[config.mk]
export PLATFORM = sky130hd
export DESIGN_NAME = rau_ctrl
export DESIGN_NICKNAME = d
export VERILOG_FILES = /design/src/rtl/rau_pkg.sv /design/src/rtl/rau_ctrl.sv
export SDC_FILE = /design/constraint.sdc
export NUM_CORES = 1
export LEC_CHECK = 0
export ABC_CLOCK_PERIOD_IN_PS = 2300
export BUFFER_PORTS_ARGS = -buffer_cell sky130_fd_sc_hd__buf_2
export CORE_ASPECT_RATIO = 1.1
export CORE_MARGIN = 8
export CORE_UTILIZATION = 54
export DETAILED_ROUTE_END_ITERATION = 12
export PLACE_DENSITY_LB_ADDON = 0.08
export SYNTH_ARGS = -nofsm -noshare
export SYNTH_HDL_FRONTEND = slang
export SYNTH_SLANG_ARGS = --single-unit
export TNS_END_PERCENT = 20
[constraint.sdc]
create_clock -name clk -period 2.3 [get_ports clk]
set_clock_uncertainty 0.2 [all_clocks]
set_input_delay 0 -clock clk [delete_from_list [all_inputs] [get_ports clk]]
set_output_delay 0 -clock clk [all_outputs]
set_load 0.1 [all_outputs]
[src/rtl/rau_pkg.sv]
// ----------------------------------------------------------------------------
// rau_pkg: shared types and constants for the rational arithmetic unit
// Payload structs, command codes, controller states and datapath commands.
// ----------------------------------------------------------------------------
package rau_pkg;

	localparam int OPERAND_WIDTH = 32;
	localparam int NW = OPERAND_WIDTH;      // numerator width
	localparam int DW = OPERAND_WIDTH - 1;  // denominator width
	localparam int WW = 64;                 // internal work width
	localparam int CW = 7;                  // bit counter width (0..64)

	localparam logic [2:0] CMD_ADD = 3'd0;
	localparam logic [2:0] CMD_SUB = 3'd1;
	localparam logic [2:0] CMD_MUL = 3'd2;
	localparam logic [2:0] CMD_DIV = 3'd3;
	localparam logic [2:0] CMD_RED = 3'd4;

	typedef struct packed {
		logic [2:0]          command;
		logic signed [31:0]  num_a;
		logic [30:0]         den_a;
		logic signed [31:0]  num_b;
		logic [30:0]         den_b;
	} rau_in_t;

	typedef struct packed {
		logic        negative;
		logic [62:0] whole_part;
		logic [61:0] frac_num;
		logic [62:0] frac_den;
		logic        infinite;
	} rau_out_t;

	typedef enum logic [4:0] {
		ST_IDLE,
		ST_GA_START, ST_GA_RUN, ST_DA_START, ST_DA_RUN, ST_DA2_START, ST_DA2_RUN,
		ST_GB_START, ST_GB_RUN, ST_DB_START, ST_DB_RUN, ST_DB2_START, ST_DB2_RUN,
		ST_MUL1, ST_MUL2, ST_MUL3, ST_COMB,
		ST_SPLIT_START, ST_SPLIT_RUN,
		ST_GF_START, ST_GF_RUN, ST_DF_START, ST_DF_RUN, ST_DF2_START, ST_DF2_RUN,
		ST_OUT
	} rau_state_t;

	// datapath operation requested by the controller
	typedef enum logic [4:0] {
		OP_NONE, OP_LOAD,
		OP_GA_INIT, OP_GB_INIT, OP_GF_INIT, OP_GCD_STEP,
		OP_DA_INIT, OP_DA2_INIT, OP_DB_INIT, OP_DB2_INIT,
		OP_SPLIT_INIT, OP_DF_INIT, OP_DF2_INIT, OP_DIV_STEP,
		OP_DA_DONE, OP_DA2_DONE, OP_DB_DONE, OP_DB2_DONE,
		OP_SPLIT_DONE, OP_DF_DONE, OP_DF2_DONE,
		OP_MUL1, OP_MUL2, OP_MUL3, OP_COMB
	} rau_op_t;

	typedef struct packed {
		rau_op_t op;
	} rau_cmd_t;

	typedef struct packed {
		logic gcd_done;   // remainder-step loop finished
		logic div_done;   // divider finished
		logic na_zero;    // reduced numerator a is zero
		logic nb_zero;    // reduced numerator b is zero
		logic n_zero;     // combined numerator is zero
		logic fn_zero;    // fractional remainder is zero
	} rau_stat_t;

endpackage

[src/rtl/rau_ctrl.sv]
// ----------------------------------------------------------------------------
// rau_ctrl: sequencing controller
// Steps operand reduction, combine, mixed split and final reduction.
// ----------------------------------------------------------------------------
module rau_ctrl import rau_pkg::*; (
	input  logic       clk,
	input  logic       arst_n,
	input  logic       in_valid,
	output logic       in_ready,
	output logic       out_valid,
	input  logic       out_ready,
	input  rau_stat_t  stat,
	output rau_cmd_t   cmd
);

	rau_state_t state_q, state_d;

	always_ff @(posedge clk or negedge arst_n) begin
		if (!arst_n) state_q <= ST_IDLE;
		else         state_q <= state_d;
	end

	always_comb begin
		state_d = state_q;
		case (state_q)
			ST_IDLE:        if (in_valid) state_d = ST_GA_START;
			ST_GA_START:    state_d = stat.na_zero ? ST_GB_START : ST_GA_RUN;
			ST_GA_RUN:      if (stat.gcd_done) state_d = ST_DA_START;
			ST_DA_START:    state_d = ST_DA_RUN;
			ST_DA_RUN:      if (stat.div_done) state_d = ST_DA2_START;
			ST_DA2_START:   state_d = ST_DA2_RUN;
			ST_DA2_RUN:     if (stat.div_done) state_d = ST_GB_START;
			ST_GB_START:    state_d = stat.nb_zero ? ST_MUL1 : ST_GB_RUN;
			ST_GB_RUN:      if (stat.gcd_done) state_d = ST_DB_START;
			ST_DB_START:    state_d = ST_DB_RUN;
			ST_DB_RUN:      if (stat.div_done) state_d = ST_DB2_START;
			ST_DB2_START:   state_d = ST_DB2_RUN;
			ST_DB2_RUN:     if (stat.div_done) state_d = ST_MUL1;
			ST_MUL1:        state_d = ST_MUL2;
			ST_MUL2:        state_d = ST_MUL3;
			ST_MUL3:        state_d = ST_COMB;
			ST_COMB:        state_d = ST_SPLIT_START;
			ST_SPLIT_START: state_d = stat.n_zero ? ST_OUT : ST_SPLIT_RUN;
			ST_SPLIT_RUN:   if (stat.div_done) state_d = ST_GF_START;
			ST_GF_START:    state_d = stat.fn_zero ? ST_OUT : ST_GF_RUN;
			ST_GF_RUN:      if (stat.gcd_done) state_d = ST_DF_START;
			ST_DF_START:    state_d = ST_DF_RUN;
			ST_DF_RUN:      if (stat.div_done) state_d = ST_DF2_START;
			ST_DF2_START:   state_d = ST_DF2_RUN;
			ST_DF2_RUN:     if (stat.div_done) state_d = ST_OUT;
			ST_OUT:         if (out_ready) state_d = ST_IDLE;
			default:        state_d = ST_IDLE;
		endcase
	end

	always_comb begin
		in_ready  = 1'b0;
		out_valid = 1'b0;
		cmd.op    = OP_NONE;
		case (state_q)
			ST_IDLE: begin
				in_ready = 1'b1;
				if (in_valid) cmd.op = OP_LOAD;
			end
			ST_GA_START:    cmd.op = OP_GA_INIT;
			ST_GB_START:    cmd.op = OP_GB_INIT;
			ST_GF_START:    cmd.op = OP_GF_INIT;
			ST_GA_RUN, ST_GB_RUN, ST_GF_RUN: cmd.op = OP_GCD_STEP;
			ST_DA_START:    cmd.op = OP_DA_INIT;
			ST_DA2_START:   cmd.op = OP_DA2_INIT;
			ST_DB_START:    cmd.op = OP_DB_INIT;
			ST_DB2_START:   cmd.op = OP_DB2_INIT;
			ST_SPLIT_START: cmd.op = OP_SPLIT_INIT;
			ST_DF_START:    cmd.op = OP_DF_INIT;
			ST_DF2_START:   cmd.op = OP_DF2_INIT;
			ST_DA_RUN:      cmd.op = stat.div_done ? OP_DA_DONE : OP_DIV_STEP;
			ST_DA2_RUN:     cmd.op = stat.div_done ? OP_DA2_DONE : OP_DIV_STEP;
			ST_DB_RUN:      cmd.op = stat.div_done ? OP_DB_DONE : OP_DIV_STEP;
			ST_DB2_RUN:     cmd.op = stat.div_done ? OP_DB2_DONE : OP_DIV_STEP;
			ST_SPLIT_RUN:   cmd.op = stat.div_done ? OP_SPLIT_DONE : OP_DIV_STEP;
			ST_DF_RUN:      cmd.op = stat.div_done ? OP_DF_DONE : OP_DIV_STEP;
			ST_DF2_RUN:     cmd.op = stat.div_done ? OP_DF2_DONE : OP_DIV_STEP;
			ST_MUL1:        cmd.op = OP_MUL1;
			ST_MUL2:        cmd.op = OP_MUL2;
			ST_MUL3:        cmd.op = OP_MUL3;
			ST_COMB:        cmd.op = OP_COMB;
			ST_OUT:         out_valid = 1'b1;
			default:        cmd.op = OP_NONE;
		endcase
	end

endmodule

After elaboration in Yosys (flattened, before gate mapping). Cells that the tools add are included. W data, S select, Z words.

Register bits: 5. Latch bits: 0. Memory bits (writable): 0. Bits in read-only memories: 0. Input bits: 10. Output and inout bits: 7. Word-level logic and storage cells: 69. Memories kept: 0.

Add/subtract/negate cells: 0. Multiply operators: 0. Divide/modulo/power cells: 0. Order comparisons: 0. Equality and inequality tests: 37. Shift operators: 0. Multiplexer cells: 28. Bitwise gates (word level): 0. Reduce and logical (&&, ||, !) cells: 3.

Operators with widths (number): $pmux W5 S26 (1); $pmux W5 S23 (1); $mux W5 (17); $eq A5 B5 Y1 const B (10); $eq A5 B4 Y1 const B (8); $ne A2 B2 Y1 const B (12); $eq A5 B3 Y1 const B (4); $reduce_and A12 Y1 (1); $eq A5 B2 Y1 const B (2); $mux W4 (2); $mux W3 (2); $eq A5 B1 Y1 const B (1); $logic_not A5 Y1 (1); $mux W2 (2); $mux W1 (3); $reduce_or A3 Y1 (1).

Depth between registers and ports, before layout.
Depth in word-level cells: 3. Depth in mapped cells: 7. Depth with buffers taken out: 5.

Least setup slack after synthesis. No wires, ideal clock.

Kind: register to output. Start point: register state_q[4]. End point: output port cmd[2] (netlist name). Arrival: 3.437 ns. Data required time: 2.100 ns. Slack: -1.337 ns. Stages on the path, launching flop included: 6. Buffers on the path: 2. Cell sequence: dfrtp_1 > buf_6 > clkbuf_1 > a22o_1 > a32o_1 > a221oi_1.

RTL lines: from (decl) (line rau_ctrl.sv:16) `rau_state_t state_q, state_d;`; from (signal assigned) (line rau_ctrl.sv:20) `else state_q <= state_d;`; to (decl) (line rau_ctrl.sv:13) `output rau_cmd_t cmd`.

==> flow_metrics.py <==
metrics = {
    "clock_network": {
        "number_of_buffers_created_by_cts": 3,
        "cts-htree-levels": 1,
        "cts_tree": "built",
        "cts-root-buf": "sky130_fd_sc_hd__clkbuf_4",
        "clock_tree_buf_depth": 2,
        "clkLatencyLatePin_ns": 0.24,
        "clkTransAtPathRegs_ns": 0.05,
        "cts_num_sinks": 5,
        "cts_setup_buffers": 0,
    },
    "global_route": {
        "grt_start_max_net_pins": 24,
        "grt.overflow.total": 0,
        "grt_first_pass_wirelength_um": 4554,
        "grt_usage": 0.1840,
        "grt_antenna_before_repair": 0,
        "first_global_vias": 1012,
    },
    "yosys": {
        "yosys.cell_types.count": 45,
        "synth_seq_cells": 5,
        "synthCells": 119,
        "ys_dominant_reg_cell": "sky130_fd_sc_hd__dfrtp_1",
        "syn_avg_cell_area_um2": 6.992,
        "synth_sequential_area_ratio": 0.1504,
        "syn_area_um2": 832.0,
        "synth.net_count": 129,
        "synthArstFlopShare": 1.000,
        "synthesis.yosys.warnings": 0,
        "number_of_enable_type_register_cells_in_the_synthesized_netlist": 0,
    },
    "worst_setup_path": {
        "crit-reg2reg-capture": "state_q[3]",
        "required_ns": 2.10,
        "critical_path.endpoint_type": "output port",
        "rrSetupSlack_ns": 0.21,
        "reg2regPathDepth": 6,
        "critical_path_arrival_ns": 1.99,
        "critical_path_class": "register to output port",
        "timing.critical_path.from_type": "register",
        "worstReg2RegStart": "state_q[3]",
        "worstPathMaxFanout": 18,
        "worstSetupStartpoint": "state_q[2]",
    },
    "worst_hold_path": {
        "timing.hold.worst.start": "stat[5]",
        "whs_endpoint": "state_q[3]",
        "worst_hold_path_type": "input port to register",
        "timing.hold.worst_path_depth": 5,
    },
    "job": {
        "max_cap_viol_count": 0,
    },
    "timing": {
        "max_clock_freq_mhz": 456.4,
        "slew_limit_fails": 0,
        "max-slew-margin-rel": 0.6808,
        "layout_min_cycle_time_ns": 2.191,
        "timing_worst_slew_pin_value_ns": 0.4722,
        "hold_viol": 0,
        "finalCritPeriodShare": 0.9526,
        "final_report_setup_violation_count": 0,
        "unrepaired_setup_endpoints_after_global_routing": "no",
    },
    "floorplanning": {
        "floorplan.io_pins": 17,
        "die_width_um": 53.43,
        "fp-row-count": 15,
        "core_um2": 1501,
        "area_of_the_die_um2": 3054,
        "dieHeight_um": 57.17,
        "floorplan.initialDensity": 0.5542,
    },
    "drt": {
        "number_of_nets_with_antenna_violations_after_routing": 0,
        "route.detailed.wl_per_inst_um": 16.99,
        "remaining_drc_errors": 0,
        "iteration_count_of_the_initial_detailed_routing_pass": 4,
        "drt_iter0_drc": 44,
        "detail_routed_via_count_per_cell": 6.729,
        "vias": 1043,
        "drt_wl_total_um": 2634,
    },
    "status": {
        "status": "finished clean",
    },
    "final_layout": {
        "fin_util": 0.7450,
        "largest_register_ff_count": 5,
        "ratio_of_cells_with_drive_above_1_in_the_final_layout": 0.2754,
        "fin_nets": 149,
        "layout_top_registers": "state_q: 5 flops",
        "area_growth_syn_to_layout_pct": 34.44,
        "antennaDiodeCount": 0,
        "largest_register": "state_q",
    },
    "placement": {
        "detailed_place_hpwl_um": 1837,
        "port_buffers": 16,
        "final_estimated_routing_congestion_in_global_placement": 0.9304,
    },
}
-- cell type report --
| type | count | area [um^2] |
|---|---|---|
| Fill cell | 121 | 382.9 |
| Tap cell | 17 | 21.27 |
| Multi-Input combinational cell | 97 | 643.1 |
| Inverter | 4 | 15.01 |
| Clock buffer | 4 | 26.28 |
| Timing Repair Buffer | 28 | 285.3 |
| Sequential cell | 5 | 127.6 |
-- cell usage in the layout, fill, tap and decap left out, types with 4 or more instances in the layout --
master / instances
sky130_fd_sc_hd__a21oi_1: 10
sky130_fd_sc_hd__a31oi_1: 4
sky130_fd_sc_hd__and3_1: 4
sky130_fd_sc_hd__buf_12: 7
sky130_fd_sc_hd__buf_2: 10
sky130_fd_sc_hd__buf_4: 6
sky130_fd_sc_hd__dlygate4sd3_1: 5
sky130_fd_sc_hd__nand2_1: 6
sky130_fd_sc_hd__nor2_1: 16
sky130_fd_sc_hd__o21ai_0: 7
sky130_fd_sc_hd__o22ai_1: 5
-- per-layer routing --
layer  share of wire  track usage
met3           0.068      0.02857
met5               0            0
met4           0.023      0.05776
met2            0.51       0.3138
met1            0.40       0.2235
-- synthesized netlist by cell type, types with 2 or more instances --
master	instances	area [um^2]
sky130_fd_sc_hd__buf_2	3	15.01
sky130_fd_sc_hd__o22ai_1	5	31.28
sky130_fd_sc_hd__xor2_1	2	17.52
sky130_fd_sc_hd__nor3_1	2	10.01
sky130_fd_sc_hd__nand2_1	6	22.52
sky130_fd_sc_hd__buf_1	2	7.510
sky130_fd_sc_hd__nand3_1	2	10.01
sky130_fd_sc_hd__a31oi_1	4	25.02
sky130_fd_sc_hd__a22oi_1	2	15.01
sky130_fd_sc_hd__a21oi_1	10	50.05
sky130_fd_sc_hd__a32oi_1	3	26.28
sky130_fd_sc_hd__a22o_1	2	17.52
sky130_fd_sc_hd__nor2_1	16	60.06
sky130_fd_sc_hd__o21ai_0	7	35.03
sky130_fd_sc_hd__dfrtp_1	5	125.1
sky130_fd_sc_hd__o221ai_1	2	17.52
sky130_fd_sc_hd__buf_6	2	22.52
sky130_fd_sc_hd__a21o_1	2	15.01
sky130_fd_sc_hd__a221oi_1	2	17.52
sky130_fd_sc_hd__clkbuf_1	6	22.52
sky130_fd_sc_hd__nor2b_4	2	27.53
sky130_fd_sc_hd__nand3b_1	3	22.52
sky130_fd_sc_hd__o31ai_1	2	15.01
sky130_fd_sc_hd__and3_1	4	25.02
sky130_fd_sc_hd__inv_1	3	11.26
-- through the flow --
step	instance area, um^2	setup TNS [ns]	instances	worst slack [ns]	hold WS (ns)
2_1_floorplan	850.8	-1.587	119	-0.5196	-0.4956
3_3_place_gp	1040	0	146	0.2496	-0.3872
3_5_place_dp	1040	0	146	0.2041	-0.3811
4_1_cts	1116	0	155	0.01326	0.08725
5_1_grt	1119	0	155	0.04595	0.1971
6_report	1119	0	155	0.1090	0.1251
-- worst max path at each step --
| stage | to | slack (ns) | cells past startpoint |
|---|---|---|---|
| 3_5_place_dp | state_q[3] | 0.20 | 5 |
| 6_report | cmd[3] | 0.11 | 5 |
| 2_1_floorplan | cmd[4] | -0.52 | 5 |
| 3_3_place_gp | state_q[3] | 0.25 | 6 |
| 5_1_grt | cmd[3] | 0.05 | 5 |
| 4_1_cts | cmd[3] | 0.01 | 5 |
-- kinds of logic (layout without fill, tap and decap cells) --
family | after synthesis | in the layout | synth area share
AND/OR/NAND/NOR | 43 | 43 | 0.2812
flip-flops | 5 | 5 | 0.1504
buffers and inverters | 17 | 36 | 0.09924
XOR/XNOR | 3 | 3 | 0.03158
AO/OA/AOI/OAI | 49 | 49 | 0.4120
multiplexers | 2 | 2 | 0.02556
-- critical path, stage by stage (launching register included) --
cell,delay (ns)
sky130_fd_sc_hd__dfrtp_2,0.51
sky130_fd_sc_hd__or3b_2,0.51
sky130_fd_sc_hd__a21bo_2,0.20
sky130_fd_sc_hd__a22oi_1,0.09
sky130_fd_sc_hd__o221ai_2,0.22
sky130_fd_sc_hd__buf_12,0.21
-- what timing repair did --
action                                  4_1_cts  5_1_grt
endpoints found under the setup margin        0        6
hold buffers                                  5        0
hold endpoints to repair                      8        0
resized for setup                             0        2
Power is not shown: default switching activity piles up to over one toggle a cycle in this logic, so the estimate is an artifact.
